[src/rtl/core/lts_pkg.sv]
// ----------------------------------------------------------------------------
// lts_pkg
// Shared sizes, codes and beat types for the lottery ticket scheduler.
// ----------------------------------------------------------------------------
package lts_pkg;

    // table geometry
    localparam int SLOTS       = 64;
    localparam int TICKET_BITS = 16;

    localparam int SLOT_AW = $clog2(SLOTS);
    localparam int SLOT_CW = $clog2(SLOTS + 1);
    localparam int SUM_W   = TICKET_BITS + SLOT_AW;

    // fixed field widths of the beats
    localparam int SLOT_W = 6;
    localparam int TK_W   = 16;
    localparam int WIN_W  = 32;
    localparam int RND_W  = 32;
    localparam int DIV_CW = $clog2(RND_W + 1);

    localparam logic [31:0] TICKET_MAX = 32'((64'd1 << TICKET_BITS) - 64'd1);

    // operation codes
    localparam logic [1:0] FUNC_SET   = 2'd0;
    localparam logic [1:0] FUNC_CLEAR = 2'd1;
    localparam logic [1:0] FUNC_DRAW  = 2'd2;

    // status codes
    localparam logic [1:0] ST_OK          = 2'd0;
    localparam logic [1:0] ST_BAD_TICKETS = 2'd1;
    localparam logic [1:0] ST_EMPTY       = 2'd2;

    typedef struct packed {
        logic [1:0]        func;
        logic [SLOT_W-1:0] slot;
        logic              runnable;
        logic [TK_W-1:0]   tickets;
        logic [RND_W-1:0]  random_word;
    } req_t;

    typedef struct packed {
        logic [1:0]        status;
        logic [SLOT_W-1:0] winner;
        logic [WIN_W-1:0]  winner_wins;
    } rsp_t;

    // table write source
    typedef enum logic [1:0] {
        WR_INIT,
        WR_SET,
        WR_CLEAR,
        WR_WIN
    } wr_src_t;

    // kind of result to build
    typedef enum logic [1:0] {
        RES_OK,
        RES_BAD,
        RES_EMPTY,
        RES_WIN
    } res_kind_t;

    typedef struct packed {
        logic      load;
        logic      idx_clr;
        logic      idx_inc;
        logic      rd_en;
        logic      acc_clr;
        logic      acc_en;
        logic      div_start;
        logic      div_step;
        logic      win_latch;
        logic      wr_en;
        wr_src_t   wr_src;
        logic      res_load;
        res_kind_t res_kind;
        logic      out_load;
    } lts_cmd_t;

    typedef struct packed {
        logic [1:0] func;
        logic       tk_zero;
        logic       slot_ok;
        logic       idx_end;
        logic       sweep_done;
        logic       acc_zero;
        logic       div_done;
        logic       hit;
        logic       out_free;
    } lts_sts_t;

endpackage

[src/rtl/core/lts_dp.sv]
// ----------------------------------------------------------------------------
// lts_dp
// Slot tables, ticket accumulator, serial divider and result registers.
// ----------------------------------------------------------------------------
module lts_dp (
    input  logic              clk,
    input  logic              rst_n,
    input  lts_pkg::lts_cmd_t cmd,
    output lts_pkg::lts_sts_t sts,
    input  lts_pkg::req_t     req_data,
    output logic              rsp_valid,
    input  logic              rsp_ready,
    output lts_pkg::rsp_t     rsp_data
);
    import lts_pkg::*;

    typedef struct packed {
        logic                   run;
        logic [TICKET_BITS-1:0] tk;
    } sched_ent_t;

    sched_ent_t       sched_mem [SLOTS];
    logic [WIN_W-1:0] win_mem   [SLOTS];

    req_t               item_reg;
    logic [SLOT_CW-1:0] idx_reg;
    logic               rd_valid_reg;
    logic [SLOT_AW-1:0] rd_idx_reg;
    sched_ent_t         sched_rd_reg;
    logic [WIN_W-1:0]   win_rd_reg;
    logic [SUM_W-1:0]   acc_reg;
    logic [SUM_W-1:0]   acc_next;
    logic [SUM_W-1:0]   sum_reg;
    logic [SUM_W-1:0]   rem_reg;
    logic [SUM_W-1:0]   rem_next;
    logic [RND_W-1:0]   rnd_sh_reg;
    logic [DIV_CW-1:0]  div_cnt_reg;
    logic [SLOT_AW-1:0] win_idx_reg;
    rsp_t               res_reg;
    rsp_t               out_reg;
    logic               out_valid_reg;

    logic [SUM_W:0]         rem_sh;
    logic [SUM_W:0]         rem_diff;
    logic [31:0]            tk_wide;
    logic [TICKET_BITS-1:0] tk_sat;
    logic [SLOT_AW-1:0]     slot_addr;
    logic [SLOT_AW-1:0]     wr_addr;
    logic                   sched_we;
    logic                   win_we;
    sched_ent_t             sched_wdata;
    logic [WIN_W-1:0]       win_wdata;
    logic [WIN_W-1:0]       wins_inc;

    // clamp tickets to the table width
    assign tk_wide   = 32'(item_reg.tickets);
    assign tk_sat    = (tk_wide > TICKET_MAX) ? TICKET_BITS'(TICKET_MAX)
                                              : TICKET_BITS'(tk_wide);
    assign slot_addr = SLOT_AW'(item_reg.slot);
    assign wins_inc  = win_rd_reg + WIN_W'(1);

    always_comb
    begin
        sched_we    = cmd.wr_en && (cmd.wr_src inside {WR_INIT, WR_SET, WR_CLEAR});
        win_we      = cmd.wr_en && (cmd.wr_src inside {WR_INIT, WR_CLEAR, WR_WIN});
        sched_wdata = '{run: 1'b0, tk: TICKET_BITS'(1)};
        win_wdata   = '0;
        wr_addr     = slot_addr;
        case (cmd.wr_src)
            WR_INIT:
            begin
                wr_addr = idx_reg[SLOT_AW-1:0];
            end
            WR_SET:
            begin
                sched_wdata = '{run: item_reg.runnable, tk: tk_sat};
            end
            WR_WIN:
            begin
                wr_addr   = win_idx_reg;
                win_wdata = wins_inc;
            end
            default:
            begin
                wr_addr = slot_addr;
            end
        endcase
    end

    always_ff @(posedge clk)
    begin
        if (sched_we)
        begin
            sched_mem[wr_addr] <= sched_wdata;
        end
        if (cmd.rd_en)
        begin
            sched_rd_reg <= sched_mem[idx_reg[SLOT_AW-1:0]];
        end
    end

    always_ff @(posedge clk)
    begin
        if (win_we)
        begin
            win_mem[wr_addr] <= win_wdata;
        end
        win_rd_reg <= win_mem[win_idx_reg];
    end

    // accumulate runnable tickets of the entry read last cycle
    assign acc_next = acc_reg + (sched_rd_reg.run ? SUM_W'(sched_rd_reg.tk) : '0);

    // one restoring division step per cycle
    assign rem_sh   = {rem_reg, rnd_sh_reg[RND_W-1]};
    assign rem_diff = rem_sh - {1'b0, sum_reg};
    assign rem_next = rem_diff[SUM_W] ? rem_sh[SUM_W-1:0] : rem_diff[SUM_W-1:0];

    always_ff @(posedge clk or negedge rst_n)
    begin
        if (!rst_n)
        begin
            idx_reg       <= '0;
            rd_valid_reg  <= 1'b0;
            div_cnt_reg   <= '0;
            out_valid_reg <= 1'b0;
        end
        else
        begin
            rd_valid_reg <= cmd.rd_en;
            if (cmd.idx_clr)
            begin
                idx_reg <= '0;
            end
            else if (cmd.idx_inc)
            begin
                idx_reg <= idx_reg + SLOT_CW'(1);
            end
            if (cmd.div_start)
            begin
                div_cnt_reg <= '0;
            end
            else if (cmd.div_step)
            begin
                div_cnt_reg <= div_cnt_reg + DIV_CW'(1);
            end
            if (cmd.out_load)
            begin
                out_valid_reg <= 1'b1;
            end
            else if (rsp_ready)
            begin
                out_valid_reg <= 1'b0;
            end
        end
    end

    always_ff @(posedge clk)
    begin
        if (cmd.load)
        begin
            item_reg <= req_data;
        end
        if (cmd.rd_en)
        begin
            rd_idx_reg <= idx_reg[SLOT_AW-1:0];
        end
        if (cmd.acc_clr)
        begin
            acc_reg <= '0;
        end
        else if (cmd.acc_en && rd_valid_reg)
        begin
            acc_reg <= acc_next;
        end
        if (cmd.div_start)
        begin
            sum_reg    <= acc_reg;
            rem_reg    <= '0;
            rnd_sh_reg <= item_reg.random_word;
        end
        else if (cmd.div_step)
        begin
            rem_reg    <= rem_next;
            rnd_sh_reg <= {rnd_sh_reg[RND_W-2:0], 1'b0};
        end
        if (cmd.win_latch)
        begin
            win_idx_reg <= rd_idx_reg;
        end
        if (cmd.res_load)
        begin
            case (cmd.res_kind)
                RES_BAD:   res_reg <= '{status: ST_BAD_TICKETS, winner: '0, winner_wins: '0};
                RES_EMPTY: res_reg <= '{status: ST_EMPTY, winner: '0, winner_wins: '0};
                RES_WIN:   res_reg <= '{status: ST_OK, winner: SLOT_W'(win_idx_reg),
                                        winner_wins: wins_inc};
                default:   res_reg <= '{status: ST_OK, winner: '0, winner_wins: '0};
            endcase
        end
        if (cmd.out_load)
        begin
            out_reg <= res_reg;
        end
    end

    always_comb
    begin
        sts.func       = item_reg.func;
        sts.tk_zero    = (item_reg.tickets == '0);
        sts.slot_ok    = (32'(item_reg.slot) < 32'(SLOTS));
        sts.idx_end    = (idx_reg == SLOT_CW'(SLOTS));
        sts.sweep_done = sts.idx_end && !rd_valid_reg;
        sts.acc_zero   = (acc_reg == '0);
        sts.div_done   = (div_cnt_reg == DIV_CW'(RND_W));
        sts.hit        = rd_valid_reg && sched_rd_reg.run && (acc_next > rem_reg);
        sts.out_free   = !out_valid_reg || rsp_ready;
    end

    assign rsp_valid = out_valid_reg;
    assign rsp_data  = out_reg;

endmodule

[src/rtl/core/lts_ctrl.sv]
// ----------------------------------------------------------------------------
// lts_ctrl
// Sequencer for table init, set/clear, and the sum/divide/search draw.
// ----------------------------------------------------------------------------
module lts_ctrl (
    input  logic              clk,
    input  logic              rst_n,
    input  logic              req_valid,
    output logic              req_ready,
    input  lts_pkg::lts_sts_t sts,
    output lts_pkg::lts_cmd_t cmd
);
    import lts_pkg::*;

    typedef enum logic [3:0] {
        S_INIT,
        S_IDLE,
        S_EXEC,
        S_SUM,
        S_DIV,
        S_SEARCH,
        S_WIN_RD,
        S_WIN_WR,
        S_DONE
    } state_t;

    state_t state_reg;
    state_t state_next;

    always_ff @(posedge clk or negedge rst_n)
    begin
        if (!rst_n)
        begin
            state_reg <= S_INIT;
        end
        else
        begin
            state_reg <= state_next;
        end
    end

    assign req_ready = (state_reg == S_IDLE);

    always_comb
    begin
        state_next = state_reg;
        cmd        = '0;
        case (state_reg)
            S_INIT:
            begin
                // sweep reset values into every slot
                if (sts.idx_end)
                begin
                    state_next = S_IDLE;
                end
                else
                begin
                    cmd.wr_en   = 1'b1;
                    cmd.wr_src  = WR_INIT;
                    cmd.idx_inc = 1'b1;
                end
            end
            S_IDLE:
            begin
                if (req_valid)
                begin
                    cmd.load   = 1'b1;
                    state_next = S_EXEC;
                end
            end
            S_EXEC:
            begin
                cmd.res_load = 1'b1;
                cmd.res_kind = RES_OK;
                state_next   = S_DONE;
                case (sts.func)
                    FUNC_SET:
                    begin
                        if (sts.tk_zero)
                        begin
                            cmd.res_kind = RES_BAD;
                        end
                        else if (sts.slot_ok)
                        begin
                            cmd.wr_en  = 1'b1;
                            cmd.wr_src = WR_SET;
                        end
                    end
                    FUNC_CLEAR:
                    begin
                        if (sts.slot_ok)
                        begin
                            cmd.wr_en  = 1'b1;
                            cmd.wr_src = WR_CLEAR;
                        end
                    end
                    FUNC_DRAW:
                    begin
                        cmd.res_load = 1'b0;
                        cmd.idx_clr  = 1'b1;
                        cmd.acc_clr  = 1'b1;
                        state_next   = S_SUM;
                    end
                    default:
                    begin
                        cmd.res_kind = RES_OK;
                    end
                endcase
            end
            S_SUM:
            begin
                cmd.rd_en   = !sts.idx_end;
                cmd.idx_inc = !sts.idx_end;
                cmd.acc_en  = 1'b1;
                if (sts.sweep_done)
                begin
                    if (sts.acc_zero)
                    begin
                        cmd.res_load = 1'b1;
                        cmd.res_kind = RES_EMPTY;
                        state_next   = S_DONE;
                    end
                    else
                    begin
                        cmd.div_start = 1'b1;
                        state_next    = S_DIV;
                    end
                end
            end
            S_DIV:
            begin
                if (sts.div_done)
                begin
                    cmd.idx_clr = 1'b1;
                    cmd.acc_clr = 1'b1;
                    state_next  = S_SEARCH;
                end
                else
                begin
                    cmd.div_step = 1'b1;
                end
            end
            S_SEARCH:
            begin
                cmd.rd_en   = !sts.idx_end;
                cmd.idx_inc = !sts.idx_end;
                cmd.acc_en  = 1'b1;
                if (sts.hit)
                begin
                    cmd.win_latch = 1'b1;
                    state_next    = S_WIN_RD;
                end
                else if (sts.sweep_done)
                begin
                    cmd.res_load = 1'b1;
                    cmd.res_kind = RES_EMPTY;
                    state_next   = S_DONE;
                end
            end
            S_WIN_RD:
            begin
                state_next = S_WIN_WR;
            end
            S_WIN_WR:
            begin
                cmd.wr_en    = 1'b1;
                cmd.wr_src   = WR_WIN;
                cmd.res_load = 1'b1;
                cmd.res_kind = RES_WIN;
                state_next   = S_DONE;
            end
            S_DONE:
            begin
                if (sts.out_free)
                begin
                    cmd.out_load = 1'b1;
                    state_next   = S_IDLE;
                end
            end
            default:
            begin
                state_next = S_IDLE;
            end
        endcase
    end

endmodule

[src/rtl/core/lottery_ticket_scheduler.sv]
// ----------------------------------------------------------------------------
// lottery_ticket_scheduler
// Lottery arbiter over SLOTS requester slots, each with a runnable flag, a
// ticket count and a wrapping 32-bit win count. One beat in gives one beat
// out. After reset the block sweeps reset values through its slot tables
// with req_ready low. The block works on one request at a time. A draw
// walks the table once to sum the runnable tickets (one table read per
// cycle), runs a one-bit-per-cycle restoring divider for random_word mod
// sum, then walks the table again until the running sum passes the
// remainder, and then updates the win count of the winner and presents
// the result. A draw that finds no tickets ends after the first walk.
// The result beat sits in an output register, so the next request is
// taken while it waits for rsp_ready.
// ----------------------------------------------------------------------------
module lottery_ticket_scheduler (
    input  logic          clk,
    input  logic          rst_n,
    input  logic          req_valid,
    output logic          req_ready,
    input  lts_pkg::req_t req_data,
    output logic          rsp_valid,
    input  logic          rsp_ready,
    output lts_pkg::rsp_t rsp_data
);
    import lts_pkg::*;

    lts_cmd_t cmd;
    lts_sts_t sts;

    // sequencer: decides each cycle which datapath step runs
    lts_ctrl u_ctrl (
        .clk       (clk),
        .rst_n     (rst_n),
        .req_valid (req_valid),
        .req_ready (req_ready),
        .sts       (sts),
        .cmd       (cmd)
    );

    // tables, accumulator, divider and output register
    lts_dp u_dp (
        .clk       (clk),
        .rst_n     (rst_n),
        .cmd       (cmd),
        .sts       (sts),
        .req_data  (req_data),
        .rsp_valid (rsp_valid),
        .rsp_ready (rsp_ready),
        .rsp_data  (rsp_data)
    );

    // a rejected set never touches the table, and only in-range slots are written
    assert property (@(posedge clk) disable iff (!rst_n)
        (cmd.wr_en && cmd.wr_src == WR_SET) |-> (!sts.tk_zero && sts.slot_ok))
        else $error("set write with zero tickets or out-of-range slot");

    // never overwrite a result beat that has not been taken
    assert property (@(posedge clk) disable iff (!rst_n)
        cmd.out_load |-> (!rsp_valid || rsp_ready))
        else $error("result register overwritten while still pending");

    // winner fields are zero unless the status is ok
    assert property (@(posedge clk) disable iff (!rst_n)
        (rsp_valid && rsp_data.status != ST_OK)
            |-> (rsp_data.winner == '0 && rsp_data.winner_wins == '0))
        else $error("winner fields set on an error result");

    // hold off the next request once one is taken
    assert property (@(posedge clk) disable iff (!rst_n)
        cmd.load |=> !req_ready)
        else $error("request accepted while another is in progress");

endmodule
[config.mk]
export PLATFORM = sky130hd
export DESIGN_NAME = lottery_ticket_scheduler
export DESIGN_NICKNAME = d
export VERILOG_FILES = /design/src/rtl/core/lts_pkg.sv /design/src/rtl/core/lts_dp.sv /design/src/rtl/core/lts_ctrl.sv /design/src/rtl/core/lottery_ticket_scheduler.sv
export SDC_FILE = /design/constraint.sdc
export NUM_CORES = 2
export LEC_CHECK = 0
export ABC_AREA = 1
export BUFFER_PORTS_ARGS = -buffer_cell sky130_fd_sc_hd__buf_2
export CAP_MARGIN = 20
export CELL_PAD_IN_SITES_DETAIL_PLACEMENT = 1
export CELL_PAD_IN_SITES_GLOBAL_PLACEMENT = 2
export CORE_MARGIN = 2
export CORE_UTILIZATION = 30
export DETAILED_ROUTE_END_ITERATION = 16
export PLACE_DENSITY_LB_ADDON = 0.2
export SLEW_MARGIN = 10
export SYNTH_ARGS = -nofsm -noshare
export SYNTH_HDL_FRONTEND = slang
export SYNTH_HIERARCHICAL = 1
export SYNTH_SLANG_ARGS = --single-unit
[constraint.sdc]
create_clock -name clk -period 9.8 [get_ports clk]
set_input_delay 1.96 -clock clk [delete_from_list [all_inputs] [get_ports clk]]
set_output_delay 1.96 -clock clk [all_outputs]
set_load 0.05 [all_outputs]
==> flow_summary.toml <==
[power]
p_leak_nw = 57.5
p_per_area_nw_per_um2 = 248
ir_drop_v = 0.000260
report.power.total_mw = 39.7

[route]
met1_length_um = 236000
wire_per_inst_um = 28.6
initialDrtViolationCount = 7998
ant_nets = 0
drtPass1Iterations = 6
wl_met2_um = 239000
num_vias = 93311
wl_met3_um = 22400
viasPerCell = 5.23
highest_layer = "met5"
wl_um = 510000
route.detailed.drc = 0

[synth]
yosysMostFrequentCell = "edfxtp_1"
synthCells = 11264
synthFlopType = "edfxtp_1"
yosysTopAreaCell = "edfxtp_1"
synthTopCellsByCount = "edfxtp_1, nor2_1, o21ai_0, nand2_1, o22ai_1"
synth_seq_cells = 3451
seq_area_frac_synth = 0.738
synth-edff-count = 3356
yosysWarningCount = 6
yosysUniqueCellTypes = 50
ys_top_cells_by_area = "edfxtp_1, o21ai_0, nor2_1"
syn-num-nets = 11396
async_flop_share = 0.00551
syn_area_sq_um = 139000
netlist.area_leader.share = 0.724
syn_avg_cell_area_sq_um = 12.4

[worst_hold_path]
worstHoldPathCells = 0
min_path_type = "reg2reg"
hold_end = "u_dp/win_idx_reg[2]$_DFFE_PP_"
holdCritStartpoint = "u_dp/rd_idx_reg[2]$_DFFE_PP_"

[floorplan]
rows = 250
ios = 103
die_area_sq_um = 469000
die_h_um = 685
start_util = 0.301
die_w_um = 685
core_sq_um = 463000

[run_status]
status = "finished, final reports clean"

[sta]
setup_ws_ns = 3.90
hold_viol = 0
fin_skew_ns = 0.0565
finalSetupTns_ns = 0
min_period_ns = 5.90
relSlewSlack = 0.182
hold_ws_ns = 0.422
grt_setup_unrepaired = "no"
max_slew.worst_pin.slew_ns = 1.23
fin_crit_sh = 0.602
setup_viol = 0
slew_viol_final = 0
max_freq_mhz = 169

[clocking]
htreeDepth = 5
clk_path_buf_depth = 4
cts_sinks = 3451
cts_hold_buf = 0
clock_latency_ns = 1.01
cts_setup_buffers = 0
cts_resized = 0
root_buffer = "clkbuf_16"
clkTransAtPathRegs_ns = 0.06
cts_tree = "built"
cts_made_buffers = 392

[placed_design]
portBuffers = 102
gp_congestion = 0.812
dpl.hpwl_um = 294000
pre_cts_ws_ns = 3.65

[grt]
grt_remaining_overflow = 0
antenna_found_initial = 25
grt_usage = 0.211
grt_pass1_wl_um = 722000
grt_pass1_vias = 95842
grt_start_max_net_pins = 210

[critical_path]
worstPathRequired_ns = 10.49
cp.arrival_ns = 6.59
crit_fanout = 38
cp-start-kind = "register"
r2r_slack_ns = 3.90
worstReg2RegStart = "u_dp/sched_rd_reg[16]$_DFFE_PP_"
worstSetupEndpointType = "register"
timing.rr.end = "u_dp/res_reg[28]$_DFFE_PP_"
ff2ff_path_depth = 27
crit_type = "reg2reg"

[final_layout]
largest_reg_flops = 2048
num-nets-final = 11470
area_delta_synth_final_pct = 15.0
post_route_cells_drive_above_1_share = 0.102
fin_util = 0.346

[flow_run]
cap_violations = 0
-- stage by stage --
step           area [sq um]  instances
4_1_cts              160000      17836
5_1_grt              160000      17842
2_1_floorplan        139000      11264
6_report             160000      17857
3_5_place_dp         148000      17114
3_3_place_gp         147000      17105
-- cell type report --
cell class,instances,area (sq um)
fillers,49346,303000
flip-flops and latches,3451,103000
multi-input cells,6795,32900
clock buffers,501,10400
well taps,6174,7720
repair buffers,406,3100
clock inverters,221,2000
inverters,292,1170
diodes,17,42.5
-- metal layers --
layer	vias to the layer above	GRT usage
li1	41098	-
met1	49619	0.300
met2	2052	0.347
met3	540	0.0241
met4	2	0.0479
met5	-	0
-- how the worst max path moves through the flow --
stage	to	slack, ns	from	cells past startpoint
after floorplan	u_dp/win_mem[16][0]$_DFFE_PP_	4.80	u_ctrl/state_reg[3]$_DFFE_PN0P_	14
after global placement	u_dp/res_reg[14]$_DFFE_PP_	3.60	u_dp/sched_rd_reg[16]$_DFFE_PP_	25
after CTS	u_dp/res_reg[14]$_DFFE_PP_	3.65	u_dp/sched_rd_reg[16]$_DFFE_PP_	27
after global routing	u_dp/res_reg[28]$_DFFE_PP_	3.19	u_dp/sched_rd_reg[16]$_DFFE_PP_	27
final	u_dp/res_reg[28]$_DFFE_PP_	3.90	u_dp/sched_rd_reg[16]$_DFFE_PP_	27
after detailed placement	u_dp/res_reg[14]$_DFFE_PP_	3.65	u_dp/sched_rd_reg[16]$_DFFE_PP_	27
-- placed cells by master (no fill, tap or decap), types with 13 or more instances in the layout --
| cell type | count |
|---|---|
| nand4_1 | 50 |
| o21ai_0 | 1601 |
| xor2_1 | 28 |
| inv_6 | 13 |
| dfxtp_1 | 76 |
| clkbuf_1 | 98 |
| o21ai_1 | 38 |
| buf_2 | 103 |
| clkinv_1 | 87 |
| clkinv_2 | 73 |
| ha_1 | 69 |
| nor2_2 | 31 |
| o221ai_1 | 31 |
| o211ai_1 | 113 |
| clkbuf_16 | 397 |
| nor3_2 | 67 |
| dfrtp_1 | 15 |
| nor2_1 | 1826 |
| buf_4 | 280 |
| nor3_1 | 23 |
| a21oi_1 | 93 |
| nand2_1 | 1473 |
| nor2_4 | 67 |
| clkinvlp_4 | 13 |
| diode_2 | 17 |
| buf_12 | 14 |
| nand3_1 | 538 |
| bufinv_16 | 26 |
| inv_2 | 31 |
| edfxtp_1 | 3356 |
| nor4_1 | 14 |
| xnor2_1 | 22 |
| o22ai_1 | 655 |
| inv_1 | 251 |
-- power breakdown --
group	switching, mW	internal (mW)
logic	6.35	1.85
registers	0.334	16.8
clock network	6.17	8.18
total	12.8	26.9
-- logic make-up (layout without fill, tap and decap cells) --
group,after synthesis,in the layout,synth area share
compound gates,2546,2546,0.101
xor+xnor,50,50,0.00315
fa+ha+maj,71,71,0.00649
buf+inv,1018,1420,0.0317
flops,3451,3451,0.738
other cells,1,18,0.0000269
simple gates,4127,4127,0.120
-- worst max-delay path, stage by stage (launching register included) --
cell and delay, ns:
edfxtp_1 0.88, nand2_1 0.10, inv_1 0.08, ha_1 0.22, fa_1 0.32, nand3_1 0.11
nand2_1 0.12, nand2_1 0.10, o21ai_0 0.55, nand2_1 0.22, nand2_1 0.18, nand2_1 0.07
nand2_1 0.08, nand2_1 0.07, ha_1 0.30, nand4_1 0.12, nor2_1 0.17, nand3_1 0.09
nand3_1 0.11, nand4_1 0.21, inv_1 0.20, inv_1 0.09, nand2_1 0.07, o21ai_1 0.08
inv_1 0.11, nand2_1 0.11, nand2_2 0.66, nor2_1 0.14
No activity file was read; power rests on OpenSTA's default activity.
